==> src/hdl/pcwbl_pkg.sv <==
// Shared types, codes and constants of the per-client window byte limiter.
package pcwbl_pkg;

    // Field widths of the request and result words.
    localparam int OP_W      = 2;
    localparam int ID_W      = 6;
    localparam int SIZE_W    = 31;
    localparam int TICK_W    = 32;
    localparam int USAGE_W   = 31;
    localparam int LIMIT_W   = 31;
    localparam int CFG_IDX_W = 4;

    // Default number of client slots.
    localparam int DEF_MAX_CLIENTS = 64;

    // Number of words the queue between front and back can hold.
    localparam int QUEUE_DEPTH = 2;

    // Projected usage above this clears the counter and raises the flag.
    localparam logic [USAGE_W:0] USAGE_CEILING = 32'd1048576000;

    // Reset values of the configuration registers.
    localparam logic [LIMIT_W-1:0] LIMIT_RESET  = '0;
    localparam logic [TICK_W-1:0]  WINDOW_RESET = 32'd1000;

    // Configuration register indexes.
    localparam logic [CFG_IDX_W-1:0] CFG_LIMIT_BYTES  = 4'd0;
    localparam logic [CFG_IDX_W-1:0] CFG_WINDOW_TICKS = 4'd1;

    // Operation codes.
    typedef enum logic [OP_W-1:0] {
        OP_SEND   = 2'd0,
        OP_WINDOW = 2'd1,
        OP_REMOVE = 2'd2,
        OP_RESET  = 2'd3
    } op_t;

    // Back-end sequencer states.
    typedef enum logic {
        B_IDLE,
        B_EXEC
    } back_state_t;

    // A classified request word as it travels through the queue.
    typedef struct packed {
        op_t                op;
        logic               present;
        logic               in_range;
        logic [ID_W-1:0]    client_id;
        logic [SIZE_W-1:0]  data_size;
        logic [TICK_W-1:0]  now_ticks;
    } item_t;

endpackage

==> src/hdl/pcwbl_in_if.sv <==
// Request channel: valid/ready handshake carrying one request word.
interface pcwbl_in_if
    import pcwbl_pkg::*;
();
    logic               valid;
    logic               ready;
    logic [OP_W-1:0]    op;
    logic               client_present;
    logic [ID_W-1:0]    client_id;
    logic [SIZE_W-1:0]  data_size;
    logic [TICK_W-1:0]  now_ticks;

    modport source (output valid, op, client_present, client_id, data_size, now_ticks,
                    input ready);
    modport sink   (input valid, op, client_present, client_id, data_size, now_ticks,
                    output ready);
endinterface

==> src/hdl/pcwbl_out_if.sv <==
// Result channel: valid/ready handshake carrying one result word.
interface pcwbl_out_if
    import pcwbl_pkg::*;
();
    logic               valid;
    logic               ready;
    logic               allowed;
    logic               overflow_cleared;
    logic [USAGE_W-1:0] usage_bytes;

    modport source (output valid, allowed, overflow_cleared, usage_bytes, input ready);
    modport sink   (input valid, allowed, overflow_cleared, usage_bytes, output ready);
endinterface

==> src/hdl/pcwbl_cfg_if.sv <==
// Configuration write channel: valid/ready handshake carrying index and data.
interface pcwbl_cfg_if
    import pcwbl_pkg::*;
();
    logic                 valid;
    logic                 ready;
    logic [CFG_IDX_W-1:0] index;
    logic [TICK_W-1:0]    data;

    modport source (output valid, index, data, input ready);
    modport sink   (input valid, index, data, output ready);
endinterface

==> src/hdl/pcwbl_front.sv <==
// Front end: accepts request words, classifies them and queues them for the back end.
module pcwbl_front
    import pcwbl_pkg::*;
#(
    parameter int MAX_CLIENTS = DEF_MAX_CLIENTS
) (
    input  logic          clk,
    input  logic          rst_n,
    pcwbl_in_if.sink      req,
    output logic          q_valid,
    output item_t         q_item,
    input  logic          q_pop
);

    localparam int PTR_W = $clog2(QUEUE_DEPTH);

    item_t                q_reg [QUEUE_DEPTH];
    logic [PTR_W-1:0]     wr_ptr_reg, wr_ptr_next;
    logic [PTR_W-1:0]     rd_ptr_reg, rd_ptr_next;
    logic [PTR_W:0]       count_reg, count_next;
    item_t                new_item;
    logic                 push;

    // Classify the incoming word: decode the op and check the slot range.
    always_comb
    begin
        new_item.op        = op_t'(req.op);
        new_item.present   = req.client_present;
        new_item.in_range  = (32'(req.client_id) < MAX_CLIENTS);
        new_item.client_id = req.client_id;
        new_item.data_size = req.data_size;
        new_item.now_ticks = req.now_ticks;
    end

    assign req.ready = (count_reg != (PTR_W+1)'(QUEUE_DEPTH));
    assign push      = req.valid && req.ready;
    assign q_valid   = (count_reg != '0);
    assign q_item    = q_reg[rd_ptr_reg];

    // Pointer and fill count update.
    always_comb
    begin
        wr_ptr_next = wr_ptr_reg;
        rd_ptr_next = rd_ptr_reg;
        count_next  = count_reg;
        if (push)
        begin
            wr_ptr_next = (wr_ptr_reg == PTR_W'(QUEUE_DEPTH - 1)) ? '0 : wr_ptr_reg + PTR_W'(1);
        end
        if (q_pop)
        begin
            rd_ptr_next = (rd_ptr_reg == PTR_W'(QUEUE_DEPTH - 1)) ? '0 : rd_ptr_reg + PTR_W'(1);
        end
        if (push && !q_pop)
        begin
            count_next = count_reg + (PTR_W+1)'(1);
        end
        else if (!push && q_pop)
        begin
            count_next = count_reg - (PTR_W+1)'(1);
        end
    end

    // Queue control registers.
    always_ff @(posedge clk or negedge rst_n)
    begin
        if (!rst_n)
        begin
            wr_ptr_reg <= '0;
            rd_ptr_reg <= '0;
            count_reg  <= '0;
        end
        else
        begin
            wr_ptr_reg <= wr_ptr_next;
            rd_ptr_reg <= rd_ptr_next;
            count_reg  <= count_next;
        end
    end

    // Queue storage.
    always_ff @(posedge clk)
    begin
        if (push)
        begin
            q_reg[wr_ptr_reg] <= new_item;
        end
    end

endmodule

==> src/hdl/pcwbl_back.sv <==
// Back end: reads the usage table, applies the limit rules and registers the result word.
module pcwbl_back
    import pcwbl_pkg::*;
#(
    parameter int MAX_CLIENTS = DEF_MAX_CLIENTS
) (
    input  logic               clk,
    input  logic               rst_n,
    input  logic               q_valid,
    input  item_t              q_item,
    output logic               q_pop,
    input  logic [LIMIT_W-1:0] limit_bytes,
    input  logic [TICK_W-1:0]  window_ticks,
    pcwbl_out_if.source        rsp
);

    localparam int IDX_W = (MAX_CLIENTS > 1) ? $clog2(MAX_CLIENTS) : 1;

    back_state_t              state_reg, state_next;
    item_t                    item_reg;
    logic [USAGE_W-1:0]       usage_mem [MAX_CLIENTS];
    logic [USAGE_W-1:0]       rd_data_reg;
    logic                     expired_reg;
    logic [MAX_CLIENTS-1:0]   valid_reg;
    logic [TICK_W-1:0]        window_start_reg;
    logic                     out_valid_reg;
    logic                     allowed_reg;
    logic                     flag_reg;
    logic [USAGE_W-1:0]       usage_reg;

    logic [IDX_W-1:0]         rd_idx;
    logic [IDX_W-1:0]         idx;
    logic [TICK_W-1:0]        elapsed;
    logic                     out_free;
    logic                     exec_fire;
    logic                     was_valid;
    logic [USAGE_W-1:0]       base;
    logic [USAGE_W:0]         proj;
    logic                     res_allowed;
    logic                     res_flag;
    logic [USAGE_W-1:0]       res_usage;
    logic                     wr_en;
    logic [USAGE_W-1:0]       wr_data;
    logic                     clr_one;
    logic                     clr_all;
    logic                     ws_load;
    logic [TICK_W-1:0]        ws_value;

    assign rd_idx    = IDX_W'(q_item.client_id);
    assign idx       = IDX_W'(item_reg.client_id);
    assign elapsed   = q_item.now_ticks - window_start_reg;
    assign out_free  = !out_valid_reg || rsp.ready;
    assign q_pop     = (state_reg == B_IDLE) && q_valid;
    assign exec_fire = (state_reg == B_EXEC) && out_free;

    // Sequencer: take a word, then execute it once the result register is free.
    always_comb
    begin
        state_next = state_reg;
        case (state_reg)
            B_IDLE:
            begin
                if (q_valid)
                begin
                    state_next = B_EXEC;
                end
            end
            B_EXEC:
            begin
                if (out_free)
                begin
                    state_next = B_IDLE;
                end
            end
            default:
            begin
                state_next = B_IDLE;
            end
        endcase
    end

    // Limit rules: base usage, projection and the resulting table update.
    always_comb
    begin
        was_valid   = item_reg.in_range && valid_reg[idx];
        base        = (was_valid && !expired_reg) ? rd_data_reg : '0;
        proj        = {1'b0, base} + {1'b0, item_reg.data_size};
        res_allowed = 1'b0;
        res_flag    = 1'b0;
        res_usage   = '0;
        wr_en       = 1'b0;
        wr_data     = base;
        clr_one     = 1'b0;
        clr_all     = 1'b0;
        ws_load     = 1'b0;
        ws_value    = '0;
        case (item_reg.op)
            OP_SEND:
            begin
                if (item_reg.present && item_reg.in_range)
                begin
                    if (limit_bytes == '0)
                    begin
                        res_allowed = 1'b1;
                        res_usage   = was_valid ? rd_data_reg : '0;
                    end
                    else
                    begin
                        wr_en = 1'b1;
                        if (proj > USAGE_CEILING)
                        begin
                            wr_data     = '0;
                            res_allowed = 1'b1;
                            res_flag    = 1'b1;
                        end
                        else if (proj > {1'b0, limit_bytes})
                        begin
                            wr_data     = base;
                        end
                        else
                        begin
                            wr_data     = proj[USAGE_W-1:0];
                            res_allowed = 1'b1;
                        end
                        res_usage = wr_data;
                    end
                end
            end
            OP_WINDOW:
            begin
                if (expired_reg)
                begin
                    clr_all  = 1'b1;
                    ws_load  = 1'b1;
                    ws_value = item_reg.now_ticks;
                end
                else
                begin
                    res_usage = was_valid ? rd_data_reg : '0;
                end
            end
            OP_REMOVE:
            begin
                clr_one = item_reg.in_range;
            end
            OP_RESET:
            begin
                clr_all  = 1'b1;
                ws_load  = 1'b1;
                ws_value = '0;
            end
            default:
            begin
                res_usage = '0;
            end
        endcase
    end

    // Control state: sequencer, slot valid bits, window start and result valid.
    always_ff @(posedge clk or negedge rst_n)
    begin
        if (!rst_n)
        begin
            state_reg        <= B_IDLE;
            valid_reg        <= '0;
            window_start_reg <= '0;
            out_valid_reg    <= 1'b0;
        end
        else
        begin
            state_reg <= state_next;
            if (exec_fire)
            begin
                if (clr_all)
                begin
                    valid_reg <= '0;
                end
                else if (clr_one)
                begin
                    valid_reg[idx] <= 1'b0;
                end
                else if (wr_en)
                begin
                    valid_reg[idx] <= 1'b1;
                end
                if (ws_load)
                begin
                    window_start_reg <= ws_value;
                end
                out_valid_reg <= 1'b1;
            end
            else if (rsp.ready)
            begin
                out_valid_reg <= 1'b0;
            end
        end
    end

    // Usage table: registered read when a word is taken, write when it executes.
    always_ff @(posedge clk)
    begin
        if (q_pop)
        begin
            rd_data_reg <= usage_mem[rd_idx];
        end
        if (exec_fire && wr_en)
        begin
            usage_mem[idx] <= wr_data;
        end
    end

    // Word being executed, window expiry and result payload.
    always_ff @(posedge clk)
    begin
        if (q_pop)
        begin
            item_reg    <= q_item;
            expired_reg <= (elapsed > window_ticks);
        end
        if (exec_fire)
        begin
            allowed_reg <= res_allowed;
            flag_reg    <= res_flag;
            usage_reg   <= res_usage;
        end
    end

    assign rsp.valid            = out_valid_reg;
    assign rsp.allowed          = allowed_reg;
    assign rsp.overflow_cleared = flag_reg;
    assign rsp.usage_bytes      = usage_reg;

endmodule

==> src/hdl/per_client_window_byte_limiter.sv <==
// A request word goes from the queue to the word register and table read, then to the result register once it is free.
// The back end takes a new word only after the last one has executed its table read and write.
// The two-word queue keeps accepting requests while a result waits to be taken, until it is full.
// Reset clears all slot valid bits, sets the window start to zero, the limit to zero and
// the window length to 1000 ticks; the usage table itself is not cleared and needs no pass.
module per_client_window_byte_limiter
    import pcwbl_pkg::*;
#(
    parameter int MAX_CLIENTS = DEF_MAX_CLIENTS
) (
    input  logic          clk,
    input  logic          rst_n,
    pcwbl_cfg_if.sink     cfg,
    pcwbl_in_if.sink      req,
    pcwbl_out_if.source   rsp
);

    logic [LIMIT_W-1:0]   limit_reg;
    logic [TICK_W-1:0]    window_reg;
    logic                 q_valid;
    item_t                q_item;
    logic                 q_pop;

    // Configuration registers; writes to unknown indexes are dropped.
    assign cfg.ready = 1'b1;

    always_ff @(posedge clk or negedge rst_n)
    begin
        if (!rst_n)
        begin
            limit_reg  <= LIMIT_RESET;
            window_reg <= WINDOW_RESET;
        end
        else if (cfg.valid)
        begin
            if (cfg.index == CFG_LIMIT_BYTES)
            begin
                limit_reg <= cfg.data[LIMIT_W-1:0];
            end
            else if (cfg.index == CFG_WINDOW_TICKS)
            begin
                window_reg <= cfg.data;
            end
        end
    end

    // Front end with the request queue.
    pcwbl_front #(
        .MAX_CLIENTS (MAX_CLIENTS)
    ) u_front (
        .clk     (clk),
        .rst_n   (rst_n),
        .req     (req),
        .q_valid (q_valid),
        .q_item  (q_item),
        .q_pop   (q_pop)
    );

    // Back end with the usage table.
    pcwbl_back #(
        .MAX_CLIENTS (MAX_CLIENTS)
    ) u_back (
        .clk          (clk),
        .rst_n        (rst_n),
        .q_valid      (q_valid),
        .q_item       (q_item),
        .q_pop        (q_pop),
        .limit_bytes  (limit_reg),
        .window_ticks (window_reg),
        .rsp          (rsp)
    );

endmodule

==> src/flat_wrapper.sv <==
// flat-port wrapper written by rule: the top's interface ports become plain ports
module per_client_window_byte_limiter_flat import pcwbl_pkg::*;
#(
    parameter int MAX_CLIENTS = DEF_MAX_CLIENTS
)
  (clk, rst_n, cfg_valid, cfg_index, cfg_data, cfg_ready, req_valid, req_op, req_client_present, req_client_id, req_data_size, req_now_ticks, req_ready, rsp_valid, rsp_allowed, rsp_overflow_cleared, rsp_usage_bytes, rsp_ready);
  pcwbl_cfg_if cfg_i ();
  pcwbl_in_if req_i ();
  pcwbl_out_if rsp_i ();
  input  logic clk;
  input  logic rst_n;
  input wire logic [$bits(cfg_i.valid)-1:0] cfg_valid;
  input wire logic [$bits(cfg_i.index)-1:0] cfg_index;
  input wire logic [$bits(cfg_i.data)-1:0] cfg_data;
  output wire logic [$bits(cfg_i.ready)-1:0] cfg_ready;
  input wire logic [$bits(req_i.valid)-1:0] req_valid;
  input wire logic [$bits(req_i.op)-1:0] req_op;
  input wire logic [$bits(req_i.client_present)-1:0] req_client_present;
  input wire logic [$bits(req_i.client_id)-1:0] req_client_id;
  input wire logic [$bits(req_i.data_size)-1:0] req_data_size;
  input wire logic [$bits(req_i.now_ticks)-1:0] req_now_ticks;
  output wire logic [$bits(req_i.ready)-1:0] req_ready;
  output wire logic [$bits(rsp_i.valid)-1:0] rsp_valid;
  output wire logic [$bits(rsp_i.allowed)-1:0] rsp_allowed;
  output wire logic [$bits(rsp_i.overflow_cleared)-1:0] rsp_overflow_cleared;
  output wire logic [$bits(rsp_i.usage_bytes)-1:0] rsp_usage_bytes;
  input wire logic [$bits(rsp_i.ready)-1:0] rsp_ready;
  assign cfg_i.valid = cfg_valid;
  assign cfg_i.index = cfg_index;
  assign cfg_i.data = cfg_data;
  assign cfg_ready = cfg_i.ready;
  assign req_i.valid = req_valid;
  assign req_i.op = req_op;
  assign req_i.client_present = req_client_present;
  assign req_i.client_id = req_client_id;
  assign req_i.data_size = req_data_size;
  assign req_i.now_ticks = req_now_ticks;
  assign req_ready = req_i.ready;
  assign rsp_valid = rsp_i.valid;
  assign rsp_allowed = rsp_i.allowed;
  assign rsp_overflow_cleared = rsp_i.overflow_cleared;
  assign rsp_usage_bytes = rsp_i.usage_bytes;
  assign rsp_i.ready = rsp_ready;
  per_client_window_byte_limiter #(.MAX_CLIENTS(MAX_CLIENTS)) u_core (.clk(clk), .rst_n(rst_n), .cfg(cfg_i), .req(req_i), .rsp(rsp_i));
endmodule
==> config.mk <==
export PLATFORM = sky130hd
export DESIGN_NAME = per_client_window_byte_limiter_flat
export DESIGN_NICKNAME = d
export VERILOG_FILES = /design/src/hdl/pcwbl_pkg.sv /design/src/hdl/pcwbl_in_if.sv /design/src/hdl/pcwbl_out_if.sv /design/src/hdl/pcwbl_cfg_if.sv /design/src/hdl/pcwbl_front.sv /design/src/hdl/pcwbl_back.sv /design/src/hdl/per_client_window_byte_limiter.sv /design/src/flat_wrapper.sv
export SDC_FILE = /design/constraint.sdc
export NUM_CORES = 2
export LEC_CHECK = 0
export BUFFER_PORTS_ARGS = -buffer_cell sky130_fd_sc_hd__buf_2
export CELL_PAD_IN_SITES_DETAIL_PLACEMENT = 1
export CELL_PAD_IN_SITES_GLOBAL_PLACEMENT = 1
export CORE_AREA = 2 2 453 455
export DETAILED_ROUTE_END_ITERATION = 12
export DIE_AREA = 0 0 455 457
export GPL_TIMING_DRIVEN = 0
export PLACE_DENSITY_LB_ADDON = 0.1
export SKIP_CTS_REPAIR_TIMING = 1
export SYNTH_ARGS = -nofsm -noshare
export SYNTH_HDL_FRONTEND = slang
export SYNTH_SLANG_ARGS = --single-unit
==> constraint.sdc <==
create_clock -name clk -period 12.8 [get_ports clk]
set_input_delay 2.56 -clock clk [delete_from_list [all_inputs] [get_ports clk]]
set_output_delay 2.56 -clock clk [all_outputs]
set_load 0.02 [all_outputs]
==> impl_metrics.tcl <==
set metrics [dict create \
    skew_ps 60.9 \
    synth_edf_count 2265 \
    rsz0062_at_grt "false" \
    overflow 0 \
    fp-row-count 166 \
    fmax_mhz 86.6 \
    initial_core_util_pct 49.7 \
    hp-class "flip-flop to flip-flop" \
    synth_xor_area_share_pct 0.562 \
    drt_iter0_drc 8407 \
    gp_congestion 0.936 \
    dieArea_um2 208000 \
    pwr-share-comb_pct 40.3 \
    wire_per_inst_um 31.2 \
    clockRootBuffer "clkbuf_16" \
    die_x_um 455 \
    crit_slowest_cell "a2111oi_4" \
    startpoint_type "flip-flop" \
    via_per_inst 6.25 \
    holdWs_ps 472 \
    critical_path.max_fanout 64 \
    io_pins 149 \
    cts.reportedPaths.clkPinSlew_ps 60 \
    slew_violations 12 \
    coreArea_um2 203000 \
    syn-cell-area_um2 101000 \
    synth.top_cell.area_share_pct 67.3 \
    numCtsBuffers 278 \
    yosys_register_bits 2430 \
    io_buffers 147 \
    hold_viol 0 \
    synthAdderAreaFrac_pct 1.54 \
    drive_gt1_share_pct 10.2 \
    dr.pass1.iters 8 \
    ir_worst_vdd_uv 182 \
    clkSinkCount 2430 \
    vias 71200 \
    yosys.area_share.simple_pct 15.6 \
    end_kind "flip-flop" \
    p_per_area_nw_per_um2 257 \
    worst-slew-pin-transition_ps 1520 \
    layout_commonest_cell "edfxtp_1" \
    totalWireLength_um 356000 \
    largest_register_ffs 1984 \
    grt_max_degree 91 \
    synth_top_family_by_area "simple AND/OR/NAND/NOR gates" \
    synth-compound-area-share_pct 6.76 \
    min_period_ps 11550 \
    crit_type "flip-flop to flip-flop" \
    yosysSeqAreaShare_pct 71.4 \
    dominantRegCellSynth "edfxtp_1" \
    timing.final.crit_share_pct 90.2 \
    syn_nets 8214 \
    cts_tree "yes" \
    dp_hpwl_um 248000 \
    leakage_nw 41.2 \
    violations "max-capacitance violations, max-slew violations" \
    yosys-top-cells-area "edfxtp_1, nand2_1, nand3_1, dfrtp_1, a311oi_1" \
    synth_area_leader_cell "edfxtp_1" \
    ant_nets 0 \
    critPathArrivalTime_ps 12130 \
    yosys_warnings 0 \
    slowest_delay_ps 860 \
    cp_common_cell "a21oi_1" \
    clockBufferDepth 4 \
    power.internal_w 0.0175 \
    syn_area_per_cell_um2 12.7 \
    layout.nets 8740 \
    grt_pass1_vias 73100 \
    grt_pass1_wl_um 509000 \
    grt_usage_pct 33.9 \
    switchingPower_w 0.0124 \
    cap_violations 3 \
    synthMuxAreaShare_pct 1.59 \
    drc 0 \
    h-tree-depth 5 \
    synth_cells 7979 \
    status "finished with violations" \
    power_frac_seq_pct 34.9 \
    setup_viol 0 \
    cp_data_required_time_ps 13380 \
    antenna_found_initial 36 \
    clkLatencyLatePin_ps 970 \
    die-height_um 457 \
    syn_to_final_growth_pct 15.3 \
    max_slew_margin_pct -1.00 \
    p_clk_share_pct 24.8 \
    ys_types 90 \
    fin_area_um2 117000 \
    placed_area_um2 108000 \
    totalPowerFinal_w 0.0299 \
    async_flop_share_pct 6.79 \
    switching_share_pct 41.6 \
    mostFrequentLayoutCells "edfxtp_1, nand2_1, nand3_1, clkbuf_1, a311oi_1" \
    fin_tns_setup_ps 0 \
    final_core_util_pct 57.3 \
]
## path summary, 6_finish.rpt
kind / from / end / slack, ps / depth (start not counted)
worst min register to register: u_core.u_back.item_reg[11] / u_core.u_back.window_start_reg[11] / 470 / 2
worst min-delay path: u_core.u_back.item_reg[11] / u_core.u_back.window_start_reg[11] / 470 / 2
max in group asynchronous: rst_n / u_core.limit_reg[25] / 10210 / 2
worst max register to register: u_core.u_back.idx[1] / u_core.u_back.usage_mem[20][1] / 1250 / 34
min in group asynchronous: rst_n / u_core.u_back.valid_reg[11] / 1640 / 1
worst max-delay path: u_core.u_back.idx[1] / u_core.u_back.usage_mem[20][1] / 1250 / 34
## power groups by stage
stage	clock network (W)	logic [W]	registers (W)
4_1_cts	0.00747	0.0119	0.0104
3_5_place_dp	0	0.0118	0.0106
2_1_floorplan	0	0.00611	0.0106
5_1_grt	0.00777	0.0127	0.0105
3_3_place_gp	0	0.0110	0.0108
6_report	0.00742	0.0121	0.0104
## area by class of cell
type                    instances  area (µm²)
fillers                     20100       86700
flip-flops and latches       2430       72200
multi-input cells            4886       27200
clock buffers                 360        7500
well taps                    2688        3360
repair buffers                246        3030
plain buffers                 532        2100
clock inverters               111         704
inverters                     131         497
diodes                          6        15.0
## synth_stat cells (all sizes together) (4+ instances only)
cell,instances
nor2b,27
o21ai,129
nand3,1036
edfxtp,2265
nor2,131
mux2,101
buf,59
a32o,24
inv,131
or3,10
clkbuf,473
dfrtp,159
nor4,11
a21o,28
a22oi,8
or4,7
a31oi,45
a21oi,193
or2,9
nand4,22
o211ai,8
a211oi,8
a22o,15
and3,140
a311oi,409
nand2b,27
xor2,22
nor3,51
mux4,6
nor3b,4
o31ai,7
a31o,5
a221oi,8
ha,121
o21a,6
o21bai,7
mux2i,33
nand2,2111
dfstp,6
xnor2,42
and2,34
## worst max-delay path: cells and delay by family (launching register included)
kind | cells | cell delay (ps)
xor+xnor | 1 | 560
flops | 1 | 530
simple gates | 7 | 1740
buf+inv | 3 | 920
mux | 1 | 520
fa+ha+maj | 3 | 1060
compound gates | 19 | 5590
## layer usage
layer / GRT usage [%] / vias up / part of all wire, %
li1: - / 30500 / -
met1: 43.4 / 36500 / 38
met2: 53.6 / 3334 / 47
met3: 6.76 / 823 / 8.6
met4: 20.1 / 26 / 6.8
met5: 0 / - / 0.052
## stage by stage
| stage | setup WS, ps | std cells |
|---|---|---|
| after CTS | 1470 | 11400 |
| after global routing | 909 | 11400 |
| after detailed placement | 1620 | 10900 |
| final | 1250 | 11400 |
| after floorplan | 2530 | 7979 |
| after global placement | -5610 | 10800 |
## kinds of logic (layout without fill, tap and decap cells)
group / after synthesis / after routing
compound gates: 927 / 927
xor+xnor: 64 / 64
fa+ha+maj: 124 / 124
buf+inv: 663 / 1380
flops: 2430 / 2430
mux: 140 / 140
other cells: 1 / 7
simple gates: 3630 / 3630
(Power assumes the default switching activity.)
